### config.mk
export PLATFORM = sky130hd
export DESIGN_NAME = im2col_address_generator
export DESIGN_NICKNAME = d
export VERILOG_FILES = /design/src/hw/rtl/im2col_pkg.sv /design/src/hw/rtl/im2col_cfg.sv /design/src/hw/rtl/im2col_front.sv /design/src/hw/rtl/im2col_back.sv /design/src/hw/rtl/im2col_address_generator.sv
export SDC_FILE = /design/constraint.sdc
export NUM_CORES = 2
export LEC_CHECK = 0
export ABC_CLOCK_PERIOD_IN_PS = 8400
export CORE_AREA = 5 5 417 419
export CTS_CLUSTER_DIAMETER = 50
export DETAILED_ROUTE_END_ITERATION = 8
export DIE_AREA = 0 0 422 424
export DONT_BUFFER_PORTS = 1
export PLACE_DENSITY = 0.61
export SYNTH_ARGS = -nofsm -noshare
export SYNTH_HDL_FRONTEND = slang
export SYNTH_SLANG_ARGS = --single-unit
### constraint.sdc
create_clock -name clk_i -period 8.4 [get_ports clk_i]
set_input_delay 1.68 -clock clk_i [delete_from_list [all_inputs] [get_ports clk_i]]
set_output_delay 1.68 -clock clk_i [all_outputs]
set_load 0.05 [all_outputs]
### src/hw/rtl/im2col_pkg.sv
package im2col_pkg;

  localparam int unsigned KerW     = 5;
  localparam int unsigned PadW     = 4;
  localparam int unsigned DimW     = 13;
  localparam int unsigned TotW     = DimW + 1;
  localparam int unsigned AreaW    = 2 * TotW;
  localparam int unsigned KAreaW   = 2 * KerW;
  localparam int unsigned BatchW   = 8;
  localparam int unsigned ChanW    = 10;
  localparam int unsigned SrcW     = 24;
  localparam int unsigned RowW     = 18;
  localparam int unsigned ColW     = 33;
  localparam int unsigned CfgIdxW  = 4;
  localparam int unsigned CfgDataW = 13;
  localparam int unsigned DivCntW  = $clog2(TotW);

  typedef enum logic [CfgIdxW-1:0] {
    REG_KERNEL_H  = 4'd0,
    REG_KERNEL_W  = 4'd1,
    REG_STRIDE_H  = 4'd2,
    REG_STRIDE_W  = 4'd3,
    REG_PAD_H     = 4'd4,
    REG_PAD_W     = 4'd5,
    REG_IN_HEIGHT = 4'd6,
    REG_IN_WIDTH  = 4'd7
  } cfg_reg_e;

  typedef enum logic [2:0] {
    CFG_IDLE,
    CFG_PREP,
    CFG_DIV,
    CFG_TOTAL,
    CFG_AREA
  } cfg_state_e;

  typedef struct packed {
    logic [KerW-1:0]   kh;
    logic [KerW-1:0]   kw;
    logic [KerW-1:0]   sh;
    logic [KerW-1:0]   sw;
    logic [PadW-1:0]   pad_h;
    logic [PadW-1:0]   pad_w;
    logic [DimW-1:0]   ih;
    logic [DimW-1:0]   iw;
    logic [TotW-1:0]   oht;
    logic [TotW-1:0]   owt;
    logic [KAreaW-1:0] khkw;
    logic [AreaW-1:0]  area;
    logic              err;
  } geom_t;

  typedef struct packed {
    logic [KerW-1:0]   ky;
    logic [KerW-1:0]   kx;
    logic [TotW-1:0]   oy;
    logic [TotW-1:0]   ox;
    logic [BatchW-1:0] batch;
    logic [ChanW-1:0]  chan;
    logic              last;
    logic              err;
  } item_t;

  typedef struct packed {
    logic [SrcW-1:0] src;
    logic            pad;
    logic [RowW-1:0] row;
    logic [ColW-1:0] col;
    logic            last;
    logic            err;
  } result_t;

endpackage

### src/hw/rtl/im2col_cfg.sv
module im2col_cfg import im2col_pkg::*; #(
  parameter int unsigned MAX_DIM    = 4096,
  parameter int unsigned MAX_KERNEL = 16
) (
  input  logic                clk_i,
  input  logic                rst_ni,
  input  logic                wr_valid_i,
  input  logic [CfgIdxW-1:0]  wr_index_i,
  input  logic [CfgDataW-1:0] wr_data_i,
  output logic                busy_o,
  output logic                clear_o,
  output geom_t               geom_o
);

  localparam int unsigned AccW = KerW + TotW;

  cfg_state_e state_q, state_d;

  logic [KerW-1:0] kernel_h_q, kernel_w_q, stride_h_q, stride_w_q;
  logic [PadW-1:0] pad_h_q, pad_w_q;
  logic [DimW-1:0] in_height_q, in_width_q;

  logic [AccW-1:0]    acc_h_q, acc_w_q;
  logic [DivCntW-1:0] div_cnt_q;
  logic               err_h_q, err_w_q;

  geom_t geom_q;

  logic            wr_hit;
  logic [KerW-1:0] kh_e, kw_e, sh_e, sw_e;
  logic [DimW-1:0] ih_e, iw_e;
  logic [TotW-1:0] padded_h, padded_w, num_h, num_w;
  logic            err_h, err_w;

  function automatic logic [KerW-1:0] eff_kernel(input logic [KerW-1:0] k);
    if (k == '0) return KerW'(1);
    if (32'(k) > MAX_KERNEL) return KerW'(MAX_KERNEL);
    return k;
  endfunction

  function automatic logic [KerW-1:0] eff_stride(input logic [KerW-1:0] s);
    return (s == '0) ? KerW'(1) : s;
  endfunction

  function automatic logic [DimW-1:0] eff_dim(input logic [DimW-1:0] d);
    if (d == '0) return DimW'(1);
    if (32'(d) > MAX_DIM) return DimW'(MAX_DIM);
    return d;
  endfunction

  function automatic logic [AccW-1:0] div_step(input logic [AccW-1:0] acc,
                                               input logic [KerW-1:0] d);
    logic [KerW:0] trial;
    logic          ge;
    trial = acc[AccW-1:TotW-1];
    ge    = trial >= {1'b0, d};
    if (ge) trial = trial - {1'b0, d};
    return {trial[KerW-1:0], acc[TotW-2:0], ge};
  endfunction

  always_comb begin
    wr_hit = 1'b0;
    if (wr_valid_i) begin
      case (wr_index_i)
        REG_KERNEL_H, REG_KERNEL_W, REG_STRIDE_H, REG_STRIDE_W,
        REG_PAD_H, REG_PAD_W, REG_IN_HEIGHT, REG_IN_WIDTH: wr_hit = 1'b1;
        default: wr_hit = 1'b0;
      endcase
    end
  end

  assign clear_o = wr_hit;
  assign geom_o  = geom_q;

  always_ff @(posedge clk_i or negedge rst_ni) begin
    if (!rst_ni) begin
      kernel_h_q  <= KerW'(3);
      kernel_w_q  <= KerW'(3);
      stride_h_q  <= KerW'(1);
      stride_w_q  <= KerW'(1);
      pad_h_q     <= '0;
      pad_w_q     <= '0;
      in_height_q <= DimW'(1);
      in_width_q  <= DimW'(1);
    end else if (wr_valid_i) begin
      case (wr_index_i)
        REG_KERNEL_H:  kernel_h_q  <= wr_data_i[KerW-1:0];
        REG_KERNEL_W:  kernel_w_q  <= wr_data_i[KerW-1:0];
        REG_STRIDE_H:  stride_h_q  <= wr_data_i[KerW-1:0];
        REG_STRIDE_W:  stride_w_q  <= wr_data_i[KerW-1:0];
        REG_PAD_H:     pad_h_q     <= wr_data_i[PadW-1:0];
        REG_PAD_W:     pad_w_q     <= wr_data_i[PadW-1:0];
        REG_IN_HEIGHT: in_height_q <= wr_data_i[DimW-1:0];
        REG_IN_WIDTH:  in_width_q  <= wr_data_i[DimW-1:0];
        default: begin
        end
      endcase
    end
  end

  always_comb begin
    kh_e     = eff_kernel(kernel_h_q);
    kw_e     = eff_kernel(kernel_w_q);
    sh_e     = eff_stride(stride_h_q);
    sw_e     = eff_stride(stride_w_q);
    ih_e     = eff_dim(in_height_q);
    iw_e     = eff_dim(in_width_q);
    padded_h = TotW'(ih_e) + TotW'({pad_h_q, 1'b0});
    padded_w = TotW'(iw_e) + TotW'({pad_w_q, 1'b0});
    err_h    = TotW'(kh_e) > padded_h;
    err_w    = TotW'(kw_e) > padded_w;
    num_h    = err_h ? '0 : padded_h - TotW'(kh_e);
    num_w    = err_w ? '0 : padded_w - TotW'(kw_e);
  end

  always_ff @(posedge clk_i or negedge rst_ni) begin
    if (!rst_ni) begin
      state_q <= CFG_IDLE;
    end else begin
      state_q <= state_d;
    end
  end

  always_comb begin
    state_d = state_q;
    busy_o  = state_q != CFG_IDLE;
    case (state_q)
      CFG_IDLE:  state_d = CFG_IDLE;
      CFG_PREP:  state_d = CFG_DIV;
      CFG_DIV: begin
        if (div_cnt_q == DivCntW'(TotW - 1)) state_d = CFG_TOTAL;
      end
      CFG_TOTAL: state_d = CFG_AREA;
      CFG_AREA:  state_d = CFG_IDLE;
      default:   state_d = CFG_IDLE;
    endcase
    if (wr_hit) state_d = CFG_PREP;
  end

  always_ff @(posedge clk_i) begin
    case (state_q)
      CFG_PREP: begin
        acc_h_q   <= {{KerW{1'b0}}, num_h};
        acc_w_q   <= {{KerW{1'b0}}, num_w};
        err_h_q   <= err_h;
        err_w_q   <= err_w;
        div_cnt_q <= '0;
      end
      CFG_DIV: begin
        acc_h_q   <= div_step(acc_h_q, geom_q.sh);
        acc_w_q   <= div_step(acc_w_q, geom_q.sw);
        div_cnt_q <= div_cnt_q + DivCntW'(1);
      end
      default: begin
      end
    endcase
  end

  always_ff @(posedge clk_i or negedge rst_ni) begin
    if (!rst_ni) begin
      geom_q.kh    <= KerW'(3);
      geom_q.kw    <= KerW'(3);
      geom_q.sh    <= KerW'(1);
      geom_q.sw    <= KerW'(1);
      geom_q.pad_h <= '0;
      geom_q.pad_w <= '0;
      geom_q.ih    <= DimW'(1);
      geom_q.iw    <= DimW'(1);
      geom_q.oht   <= TotW'(1);
      geom_q.owt   <= TotW'(1);
      geom_q.khkw  <= KAreaW'(9);
      geom_q.area  <= AreaW'(1);
      geom_q.err   <= 1'b1;
    end else begin
      case (state_q)
        CFG_PREP: begin
          geom_q.kh    <= kh_e;
          geom_q.kw    <= kw_e;
          geom_q.sh    <= sh_e;
          geom_q.sw    <= sw_e;
          geom_q.pad_h <= pad_h_q;
          geom_q.pad_w <= pad_w_q;
          geom_q.ih    <= ih_e;
          geom_q.iw    <= iw_e;
          geom_q.khkw  <= KAreaW'(kh_e) * KAreaW'(kw_e);
        end
        CFG_TOTAL: begin
          geom_q.oht <= err_h_q ? TotW'(1) : acc_h_q[TotW-1:0] + TotW'(1);
          geom_q.owt <= err_w_q ? TotW'(1) : acc_w_q[TotW-1:0] + TotW'(1);
          geom_q.err <= err_h_q | err_w_q;
        end
        CFG_AREA: begin
          geom_q.area <= AreaW'(geom_q.oht) * AreaW'(geom_q.owt);
        end
        default: begin
        end
      endcase
    end
  end

endmodule

### src/hw/rtl/im2col_front.sv
module im2col_front import im2col_pkg::*; #(
  parameter int unsigned MAX_CHANNELS = 1024,
  parameter int unsigned MAX_BATCH    = 256
) (
  input  logic              clk_i,
  input  logic              rst_ni,
  input  logic              push_i,
  input  logic              action_i,
  input  logic [BatchW-1:0] batch_i,
  input  logic [ChanW-1:0]  chan_i,
  output logic              full_o,
  input  logic              clear_i,
  input  logic              busy_i,
  input  geom_t             geom_i,
  output logic              q_valid_o,
  output item_t             q_item_o,
  input  logic              q_pop_i
);

  logic [KerW-1:0] ky_q, kx_q;
  logic [TotW-1:0] oy_q, ox_q;
  logic [KerW-1:0] cur_ky, cur_kx, ky_d, kx_d, ky_inc, kx_inc;
  logic [TotW-1:0] cur_oy, cur_ox, oy_d, ox_d, oy_inc, ox_inc;
  logic            accept;
  item_t           item;

  item_t      arr_q [2];
  logic       wp_q, rp_q;
  logic [1:0] cnt_q;

  assign full_o    = busy_i || (cnt_q == 2'd2);
  assign accept    = push_i && !full_o;
  assign q_valid_o = cnt_q != 2'd0;
  assign q_item_o  = arr_q[rp_q];

  always_comb begin
    cur_ky = action_i ? ky_q : '0;
    cur_kx = action_i ? kx_q : '0;
    cur_oy = action_i ? oy_q : '0;
    cur_ox = action_i ? ox_q : '0;
    ky_inc = cur_ky + KerW'(1);
    kx_inc = cur_kx + KerW'(1);
    oy_inc = cur_oy + TotW'(1);
    ox_inc = cur_ox + TotW'(1);

    ky_d = cur_ky;
    kx_d = cur_kx;
    oy_d = cur_oy;
    ox_d = ox_inc;
    if (ox_inc >= geom_i.owt) begin
      ox_d = '0;
      oy_d = oy_inc;
      if (oy_inc >= geom_i.oht) begin
        oy_d = '0;
        kx_d = kx_inc;
        if (kx_inc >= geom_i.kw) begin
          kx_d = '0;
          ky_d = (ky_inc >= geom_i.kh) ? '0 : ky_inc;
        end
      end
    end

    item.ky    = cur_ky;
    item.kx    = cur_kx;
    item.oy    = cur_oy;
    item.ox    = cur_ox;
    item.batch = (32'(batch_i) >= MAX_BATCH) ? BatchW'(MAX_BATCH - 1) : batch_i;
    item.chan  = (32'(chan_i) >= MAX_CHANNELS) ? ChanW'(MAX_CHANNELS - 1) : chan_i;
    item.last  = (cur_ky == geom_i.kh - KerW'(1)) && (cur_kx == geom_i.kw - KerW'(1)) &&
                 (cur_oy == geom_i.oht - TotW'(1)) && (cur_ox == geom_i.owt - TotW'(1));
    item.err   = geom_i.err;
  end

  always_ff @(posedge clk_i or negedge rst_ni) begin
    if (!rst_ni) begin
      ky_q <= '0;
      kx_q <= '0;
      oy_q <= '0;
      ox_q <= '0;
    end else if (clear_i) begin
      ky_q <= '0;
      kx_q <= '0;
      oy_q <= '0;
      ox_q <= '0;
    end else if (accept) begin
      ky_q <= ky_d;
      kx_q <= kx_d;
      oy_q <= oy_d;
      ox_q <= ox_d;
    end
  end

  always_ff @(posedge clk_i or negedge rst_ni) begin
    if (!rst_ni) begin
      wp_q  <= 1'b0;
      rp_q  <= 1'b0;
      cnt_q <= 2'd0;
    end else begin
      if (accept) wp_q <= ~wp_q;
      if (q_pop_i) rp_q <= ~rp_q;
      cnt_q <= cnt_q + 2'(accept) - 2'(q_pop_i);
    end
  end

  always_ff @(posedge clk_i) begin
    if (accept) arr_q[wp_q] <= item;
  end

endmodule

### src/hw/rtl/im2col_back.sv
module im2col_back import im2col_pkg::*; (
  input  logic    clk_i,
  input  logic    rst_ni,
  input  geom_t   geom_i,
  input  logic    q_valid_i,
  input  item_t   q_item_i,
  output logic    q_pop_o,
  input  logic    pop_i,
  output logic    empty_o,
  output result_t result_o
);

  localparam int unsigned PyW   = TotW + KerW;
  localparam int unsigned TyW   = PyW + 1;
  localparam int unsigned ProdW = 2 * DimW;
  localparam int unsigned CrowW = ChanW + KAreaW;
  localparam int unsigned CbW   = BatchW + AreaW;

  typedef struct packed {
    logic [PyW-1:0]    py;
    logic [PyW-1:0]    px;
    logic [KerW-1:0]   ky;
    logic [KerW-1:0]   kx;
    logic [RowW-1:0]   crow;
    logic [KAreaW-1:0] krow;
    logic [ColW-1:0]   cbase;
    logic [AreaW-1:0]  orow;
    logic [TotW-1:0]   ox;
    logic              last;
    logic              err;
  } s1_t;

  typedef struct packed {
    logic [DimW-1:0] iy;
    logic [DimW-1:0] ix;
    logic            pad;
    logic [RowW-1:0] row;
    logic [ColW-1:0] col;
    logic            last;
    logic            err;
  } s2_t;

  typedef struct packed {
    logic [ProdW-1:0] prod;
    logic [DimW-1:0]  ix;
    logic             pad;
    logic [RowW-1:0]  row;
    logic [ColW-1:0]  col;
    logic             last;
    logic             err;
  } s3_t;

  logic    v1_q, v2_q, v3_q, v4_q;
  s1_t     s1_q, s1_d;
  s2_t     s2_q, s2_d;
  s3_t     s3_q, s3_d;
  result_t s4_q, s4_d;
  logic    en1, en2, en3, en4;

  logic [CrowW-1:0] crow_full;
  logic [CbW-1:0]   cbase_full;
  logic [TyW-1:0]   ty, tx, iy_full, ix_full;
  logic             pad_y, pad_x;

  result_t    of_q [2];
  logic       of_wp_q, of_rp_q;
  logic [1:0] of_cnt_q;
  logic       of_push, of_pop;

  assign of_push = v4_q && (of_cnt_q != 2'd2);
  assign of_pop  = pop_i && !empty_o;
  assign empty_o = of_cnt_q == 2'd0;
  assign result_o = of_q[of_rp_q];

  assign en4     = !v4_q || (of_cnt_q != 2'd2);
  assign en3     = !v3_q || en4;
  assign en2     = !v2_q || en3;
  assign en1     = !v1_q || en2;
  assign q_pop_o = en1 && q_valid_i;

  always_comb begin
    s1_d.py    = PyW'(q_item_i.oy) * PyW'(geom_i.sh);
    s1_d.px    = PyW'(q_item_i.ox) * PyW'(geom_i.sw);
    s1_d.ky    = q_item_i.ky;
    s1_d.kx    = q_item_i.kx;
    crow_full  = CrowW'(q_item_i.chan) * CrowW'(geom_i.khkw);
    s1_d.crow  = crow_full[RowW-1:0];
    s1_d.krow  = KAreaW'(q_item_i.ky) * KAreaW'(geom_i.kw);
    cbase_full = CbW'(q_item_i.batch) * CbW'(geom_i.area);
    s1_d.cbase = cbase_full[ColW-1:0];
    s1_d.orow  = AreaW'(q_item_i.oy) * AreaW'(geom_i.owt);
    s1_d.ox    = q_item_i.ox;
    s1_d.last  = q_item_i.last;
    s1_d.err   = q_item_i.err;
  end

  always_comb begin
    ty      = TyW'(s1_q.py) + TyW'(s1_q.ky);
    tx      = TyW'(s1_q.px) + TyW'(s1_q.kx);
    iy_full = ty - TyW'(geom_i.pad_h);
    ix_full = tx - TyW'(geom_i.pad_w);
    pad_y   = (ty < TyW'(geom_i.pad_h)) || (iy_full >= TyW'(geom_i.ih));
    pad_x   = (tx < TyW'(geom_i.pad_w)) || (ix_full >= TyW'(geom_i.iw));
    s2_d.iy   = iy_full[DimW-1:0];
    s2_d.ix   = ix_full[DimW-1:0];
    s2_d.pad  = pad_y || pad_x;
    s2_d.row  = s1_q.crow + RowW'(s1_q.krow) + RowW'(s1_q.kx);
    s2_d.col  = s1_q.cbase + ColW'(s1_q.orow) + ColW'(s1_q.ox);
    s2_d.last = s1_q.last;
    s2_d.err  = s1_q.err;
  end

  always_comb begin
    s3_d.prod = ProdW'(s2_q.iy) * ProdW'(geom_i.iw);
    s3_d.ix   = s2_q.ix;
    s3_d.pad  = s2_q.pad;
    s3_d.row  = s2_q.row;
    s3_d.col  = s2_q.col;
    s3_d.last = s2_q.last;
    s3_d.err  = s2_q.err;
  end

  always_comb begin
    s4_d.src  = s3_q.pad ? '0 : SrcW'(s3_q.prod + ProdW'(s3_q.ix));
    s4_d.pad  = s3_q.pad;
    s4_d.row  = s3_q.row;
    s4_d.col  = s3_q.col;
    s4_d.last = s3_q.last;
    s4_d.err  = s3_q.err;
  end

  always_ff @(posedge clk_i or negedge rst_ni) begin
    if (!rst_ni) begin
      v1_q <= 1'b0;
      v2_q <= 1'b0;
      v3_q <= 1'b0;
      v4_q <= 1'b0;
    end else begin
      if (en1) v1_q <= q_valid_i;
      if (en2) v2_q <= v1_q;
      if (en3) v3_q <= v2_q;
      if (en4) v4_q <= v3_q;
    end
  end

  always_ff @(posedge clk_i) begin
    if (en1) s1_q <= s1_d;
    if (en2) s2_q <= s2_d;
    if (en3) s3_q <= s3_d;
    if (en4) s4_q <= s4_d;
  end

  always_ff @(posedge clk_i or negedge rst_ni) begin
    if (!rst_ni) begin
      of_wp_q  <= 1'b0;
      of_rp_q  <= 1'b0;
      of_cnt_q <= 2'd0;
    end else begin
      if (of_push) of_wp_q <= ~of_wp_q;
      if (of_pop) of_rp_q <= ~of_rp_q;
      of_cnt_q <= of_cnt_q + 2'(of_push) - 2'(of_pop);
    end
  end

  always_ff @(posedge clk_i) begin
    if (of_push) of_q[of_wp_q] <= s4_q;
  end

endmodule

### src/hw/rtl/im2col_address_generator.sv
// Channel   Direction  Handshake                 Payload
// input     in         push / full               action, batch_index, channel_index
// result    out        empty / pop               source_offset, is_padding, dest_row,
//                                                dest_col, plane_last, config_error
// config    in         cfg_valid / cfg_ready     cfg_index, cfg_data
//
// One item per cycle sustained while full is low; a result reaches the output through
// the item queue, four back-end stages and the result queue.
// A register write holds full high while the output sizes are divided out
// bit-serially (14 steps) and the output area is multiplied.
// Reset leaves the register reset values and their derived sizes in place at once.
// A stalled result side fills the result and item queues, then raises full.
module im2col_address_generator import im2col_pkg::*; #(
  parameter int unsigned MAX_DIM      = 4096,
  parameter int unsigned MAX_KERNEL   = 16,
  parameter int unsigned MAX_CHANNELS = 1024,
  parameter int unsigned MAX_BATCH    = 256
) (
  input  logic                clk_i,
  input  logic                rst_ni,
  input  logic                push,
  output logic                full,
  input  logic                action_i,
  input  logic [BatchW-1:0]   batch_index_i,
  input  logic [ChanW-1:0]    channel_index_i,
  output logic                empty,
  input  logic                pop,
  output logic [SrcW-1:0]     source_offset_o,
  output logic                is_padding_o,
  output logic [RowW-1:0]     dest_row_o,
  output logic [ColW-1:0]     dest_col_o,
  output logic                plane_last_o,
  output logic                config_error_o,
  input  logic                cfg_valid_i,
  output logic                cfg_ready_o,
  input  logic [CfgIdxW-1:0]  cfg_index_i,
  input  logic [CfgDataW-1:0] cfg_data_i
);

  geom_t   geom;
  logic    busy, clear;
  logic    q_valid, q_pop;
  item_t   q_item;
  result_t result;

  assign cfg_ready_o = 1'b1;

  im2col_cfg #(
    .MAX_DIM    (MAX_DIM),
    .MAX_KERNEL (MAX_KERNEL)
  ) u_cfg (
    .clk_i      (clk_i),
    .rst_ni     (rst_ni),
    .wr_valid_i (cfg_valid_i),
    .wr_index_i (cfg_index_i),
    .wr_data_i  (cfg_data_i),
    .busy_o     (busy),
    .clear_o    (clear),
    .geom_o     (geom)
  );

  im2col_front #(
    .MAX_CHANNELS (MAX_CHANNELS),
    .MAX_BATCH    (MAX_BATCH)
  ) u_front (
    .clk_i     (clk_i),
    .rst_ni    (rst_ni),
    .push_i    (push),
    .action_i  (action_i),
    .batch_i   (batch_index_i),
    .chan_i    (channel_index_i),
    .full_o    (full),
    .clear_i   (clear),
    .busy_i    (busy),
    .geom_i    (geom),
    .q_valid_o (q_valid),
    .q_item_o  (q_item),
    .q_pop_i   (q_pop)
  );

  im2col_back u_back (
    .clk_i     (clk_i),
    .rst_ni    (rst_ni),
    .geom_i    (geom),
    .q_valid_i (q_valid),
    .q_item_i  (q_item),
    .q_pop_o   (q_pop),
    .pop_i     (pop),
    .empty_o   (empty),
    .result_o  (result)
  );

  assign source_offset_o = result.src;
  assign is_padding_o    = result.pad;
  assign dest_row_o      = result.row;
  assign dest_col_o      = result.col;
  assign plane_last_o    = result.last;
  assign config_error_o  = result.err;

endmodule
# Word level (Yosys, flattened, before mapping)
# Memories as Yosys holds them, arrays and structs flattened.
# Index checks and enable logic that the tools add are counted.
[classes]
bitwise = 5
muxes = 70
mul = 9
magnitude_cmp = 16
n_reduce_logical = 41
n_eq_ne = 19
add_sub_neg = 30
[op_table]
columns = ["operator", "n"]
rows = [
  ["$mux W14", 13],
  ["$mux W5", 25],
  ["$mux W13", 8],
  ["$pmux W19 S2", 2],
  ["$add A14 B1 Y14 const B", 4],
  ["$mul A14 B14 Y28", 2],
  ["$add A19 B5 Y20", 2],
  ["$ge A20 B13 Y1", 2],
  ["$lt A20 B4 Y1", 2],
  ["$sub A20 B4 Y20", 2],
  ["$mul A14 B5 Y19", 2],
  ["$add A33 B14 Y33", 1],
  ["$add A33 B28 Y33", 1],
  ["$mul A8 B28 Y33", 1],
  ["$add A13 B5 Y14", 2],
  ["$eq A14 B14 Y1", 2],
  ["$ge A14 B14 Y1", 2],
  ["$gt A5 B14 Y1", 2],
  ["$sub A14 B1 Y14 const B", 2],
  ["$sub A14 B5 Y14", 2],
  ["$gt A13 B13 Y1 const B", 2],
  ["$logic_not A13 Y1", 2],
  ["$add A24 B13 Y24", 1],
  ["$mul A13 B13 Y24", 1],
  ["39 further kinds", 105],
]
[word_totals]
word_cells = 264
ramBits = 272
n_memories = 2
output_inout_bits = 81
register_bits = 674
[mem_list]
columns = ["memory", "words", "word_bits", "read_ports", "rd_ports_with_merged_regs", "write_ports", "line", "source"]
rows = [
  ["u_back.of_q", 2, 78, 1, 0, 1, "im2col_back.sv:65", "result_t of_q [2];"],
  ["u_front.arr_q", 2, 58, 1, 0, 1, "im2col_front.sv:27", "item_t arr_q [2];"],
]

# Depth between registers and ports, before layout
[depth]
depth_word = 9
depth_mapped = 28

# Cells and area by module
# Synthesis repeated with hierarchy kept, for this count alone.
[hier_totals]
hier_cells = 7286
area_unflattened_um2 = 77078.9
[by_module_without_submodules]
columns = ["mod", "seq_area_each_um2", "area_per_inst_um2", "cells_per_inst", "n_inst"]
rows = [
  ["im2col_back", 16956.3, 49930.4, 4563, 1],
  ["im2col_cfg", 5803.1, 18270.0, 1936, 1],
  ["im2col_front", 4534.3, 8867.3, 785, 1],
  ["im2col_address_generator", 0.0, 11.3, 2, 1],
]

# Least setup slack after synthesis
# No wires, ideal clock.
[synth_timing]
path_type = "register to register"
startpoint = "register u_front.rp_q"
endpoint = "register u_back.s1_q[43] (netlist bit) (data pin)"
path_slack_ps = 484
path_stages_with_launch = 29
path_buffers = 3
setup_time_ps = 259
arrival_ps = 7657
synth_period_minus_slack_ps = 7916
path_cell_list = "dfrtp_1 -> buf_1 -> clkbuf_1 -> buf_1 -> mux2i_1 -> nor2_1 -> fa_1 -> inv_1 -> fa_1 -> inv_1 -> fa_1 -> inv_1 -> fa_1 -> inv_1 -> fa_1 -> inv_1 -> fa_1 -> inv_1 -> ha_1 -> nand3_1 -> nor4_1 -> nor4bb_1 -> o41ai_1 -> nor2b_1 -> a221oi_1 -> nor2_1 -> a2111oi_0 -> a21oi_1 -> xnor2_1"
[synth_rtl]
columns = ["item", "line", "source"]
rows = [
  ["start, declared", "im2col_front.sv:28", "logic wp_q, rp_q;"],
  ["start signal, assigned", "im2col_front.sv:100", "if (q_pop_i) rp_q <= ~rp_q;"],
  ["end signal, assigned", "im2col_back.sv:147", "if (en1) s1_q <= s1_d;"],
  ["end, declared", "im2col_back.sv:54", "s1_t s1_q, s1_d;"],
]

==> results.md <==
- Die area: around 180000 um2
- Slowest cell on the critical path: a2111oi_0
- Grt total ovfl: 0
- Initial antenna violation count: 10
- CTS Hold Bufs: 0
- Post-Synthesis Mean Instance Area: ~11 um2
- Largest cells by area after synthesis: edfxtp_1 (28%), fa_1 (19%), ha_1 (10%)
- Unique masters post-synth: 89
- Worst path buffer plus inverter count: 6
- Post-CTS sizing: 0
- Status: finished, final reports clean
- Yosys reg bits: 946
- Mapped Nets: around 8600
- First-pass GRT wire length: about 300 mm
- CP peak stage delay: about 0.63 ns
- Worst-path clk slew: 0.06 ns
- Cell area after synthesis: around 76000 um2
- Die height: approximately 420 um
- Synth Warn #: 0
- Fin area: ~83000 um2
- Most common cell in the synthesized netlist: inv_1
- Setup violators final: 0
- Ys flop type: edfxtp_1
- Total Wirelength: between 150 and 200 mm
- Synth-to-layout area growth: 9.22%
- Actual slew at the worst max-slew pin: 1.30 ns
- Clk sink count: around 950
- Avg Vias per Cell: roughly 5.4
- Setup TNS: 0 ns
- Met3 usage: 4.60%
- RePlAce Congestion: approximately 0.94
- Worst-skew pair later-pin latency: slightly below 0.8 ns
- Skew final: 0.0324 ns
- Crit-path leading delay family: adder cells
- Final hold viol count: 0
- Asr flop ratio synth: between 20% and 30%
- Met1 GRT Util: 30.9%
- Top Ports: approximately 120
- CTS tree: yes
- Area share of the largest cell type after synthesis: between 20% and 30%
- Final min period: between 7 and 8 ns
- Crit path max fanout: 19
- H-Tree Depth: 4
- Number of CTS-inserted buffers: about 130
- DR iter-0 viols: between 3000 and 4000
- Clk Tree Root Cell: clkbuf_16
- CTS max path bufs: 3
- Slew headroom: 13.1%
- Synthesized instance count: between 7000 and 8000
- Grt met2 use: 32.7%
- FMAX: between 100 and 150 MHz
- Max Cap Viol: 0
- Post-layout nets: 8553
- Cell accounting for the most synthesized area: edfxtp_1
- Routed len/inst: about 20 um
- PortBufs: 0
- Critical Path AT: approximately 8 ns
- Startpoint types: flop
- Die width: about 420 um
- DRC viols: 0
- Vias: 50900
- Post-synthesis sequential area ratio: between 30% and 40%
- Seq. cell area: between 20000 and 30000 um2
- Core region area: around 170000 um2
- Starting Density: between 40 and 50%
- Global-route usage over all layers: 21.4%
- Number of global-route vias before repair: 52400
- Post-route ant nets: 0
- CP required: roughly 8.9 ns
- Row count: about 150
- Top cells by count, synth: inv_1 (1001), nand2_1 (889), fa_1 (739)
- Hold Crit Class: reg -> reg
- Largest net degree at the start of global routing: ~230
- # Post-CTS Setup Buffers: 0
- Max Slew Vio Count: 0
- Fillers: approximately 15000
- Part of the cycle the worst path needs: between 90% and 100%
- Unrepaired setup endpoints after global routing: false
- GRT Max-Usage Layer: met2
- Layout cells sized above 1: 7.44%
- Multi-input logic area: 44000 um2
- Worst Setup End Kind: flop
- Kind of critical path: reg -> reg
- HPWL Detailed: about 140 mm
- Placed cell areas: slightly below 80000 um2
- Post-synth EDFFs: approximately 700
- DRT Pass-1 Iters: 6
worst register-to-register path: stages (launching register included):
cell and delay, ns:
dfrtp_4 0.52, mux2_2 0.55, and2_1 0.26, fa_1 0.53
inv_1 0.05, fa_1 0.47, inv_1 0.05, fa_1 0.50
inv_1 0.06, fa_1 0.52, inv_1 0.05, fa_1 0.47
inv_1 0.05, fa_1 0.47, inv_1 0.04, ha_1 0.33
nand3_1 0.14, nor4_1 0.08, nor4bb_1 0.44, o41ai_1 0.22
nor2b_1 0.21, a221oi_1 0.33, nor2_1 0.09, a2111oi_0 0.63
a21oi_1 0.19, xnor2_1 0.16
final timing paths:
path / start / slack (ns) / end / depth (start not counted)
worst max-delay path: u_front.rp_q$_DFFE_PN0P_ / 0.71 / u_back.s1_q[43]$_DFFE_PP_ / 25
worst min-delay path: u_back.s2_q[15]$_DFFE_PP_ / 0.39 / u_back.s3_q[15]$_DFFE_PP_ / 0
worst max register to register: u_front.rp_q$_DFFE_PN0P_ / 0.71 / u_back.s1_q[43]$_DFFE_PP_ / 25
worst min register to register: u_back.s2_q[15]$_DFFE_PP_ / 0.39 / u_back.s3_q[15]$_DFFE_PP_ / 0
max in group asynchronous: rst_ni / 6.75 / u_back.of_rp_q$_DFFE_PN0P_ / 0
min in group asynchronous: rst_ni / 0.65 / u_cfg.geom_o[26]$_DFFE_PN0N_ / 0
metrics by stage:
step           std cells  worst slack (ns)  util [%]  hold WS (ns)
5_1_grt             9491             0.333      48.7         0.411
2_1_floorplan       7180             0.484         -         0.400
3_5_place_dp        9248             0.727      46.1         0.405
4_1_cts             9490             0.723      48.7         0.387
3_3_place_gp        9248             0.716      46.1         0.401
6_report            9492             0.709      48.7         0.395
state kept, by name (all words and copies together) (netlist names), 13 cells and up:
register,flops
u_cfg.in_width_q,13
u_front.oy_q,14
u_back.s4_q,78
u_front.arr_q,116
u_back.s2_q,80
u_back.s3_q,91
u_back.of_q,156
u_cfg.geom_o,121
u_cfg.acc_h_q,19
u_cfg.in_height_q,13
u_front.ox_q,14
u_cfg.acc_w_q,19
u_back.s1_q,153
layout make-up:
cell class | instances | share of cell area, %
multi-input combinational | 4981 | 53.1
sequential | 946 | 32.9
inverter | 1014 | 4.59
clock buffer | 155 | 4.20
tap | 2233 | 3.37
clock inverter | 87 | 1.19
timing repair buffer | 74 | 0.685
antenna | 2 | 0.00603
cells in the final DEF (no fill, tap or decap), types with 15 or more instances in the layout:
cell | Yosys | routed
inv_1 | 1001 | 1000
nand2_1 | 889 | 888
fa_1 | 739 | 739
edfxtp_1 | 718 | 718
ha_1 | 623 | 623
nor2_1 | 420 | 418
xnor2_1 | 301 | 301
and2_1 | 256 | 256
o21ai_0 | 247 | 247
dfrtp_1 | 206 | 204
a21oi_1 | 201 | 201
mux2_2 | 178 | 178
nor2b_1 | 146 | 146
clkbuf_16 | 0 | 134
xor2_1 | 111 | 111
nand3_1 | 99 | 98
a21o_1 | 93 | 93
nor3_1 | 83 | 82
buf_4 | 1 | 73
and3_1 | 52 | 50
nand2b_1 | 49 | 49
or3_1 | 41 | 41
o21a_1 | 40 | 40
o21bai_1 | 33 | 33
a22o_1 | 31 | 31
a211oi_1 | 29 | 29
nand4_1 | 29 | 29
mux2i_1 | 26 | 23
o31ai_1 | 22 | 22
dfstp_2 | 22 | 22
nor4_1 | 21 | 21
clkinv_1 | 10 | 18
clkinv_2 | 0 | 18
nand3b_1 | 16 | 16
clkbuf_1 | 190 | 16
o211ai_1 | 15 | 15
kinds of logic after synthesis:
| family | after synthesis | synth area share, % |
|---|---|---|
| AO/OA/AOI/OAI | 843 | 7.05 |
| buffers and inverters | 1253 | 6.21 |
| XOR/XNOR | 412 | 4.75 |
| adder cells (fa/ha/maj) | 1362 | 29.7 |
| multiplexers | 204 | 2.98 |
| flip-flops | 946 | 35.9 |
| AND/OR/NAND/NOR | 2159 | 13.3 |
| other | 1 | 0.00494 |
routing by layer:
layer	share of wire, %	vias to the layer above
met3	7.1	285
li1	-	23600
met4	2.6	2
met1	47	25600
met2	44	1404
met5	0.0069	-
Power is not shown: default switching activity piles up to over one toggle a cycle in this logic, so the estimate is an artifact.
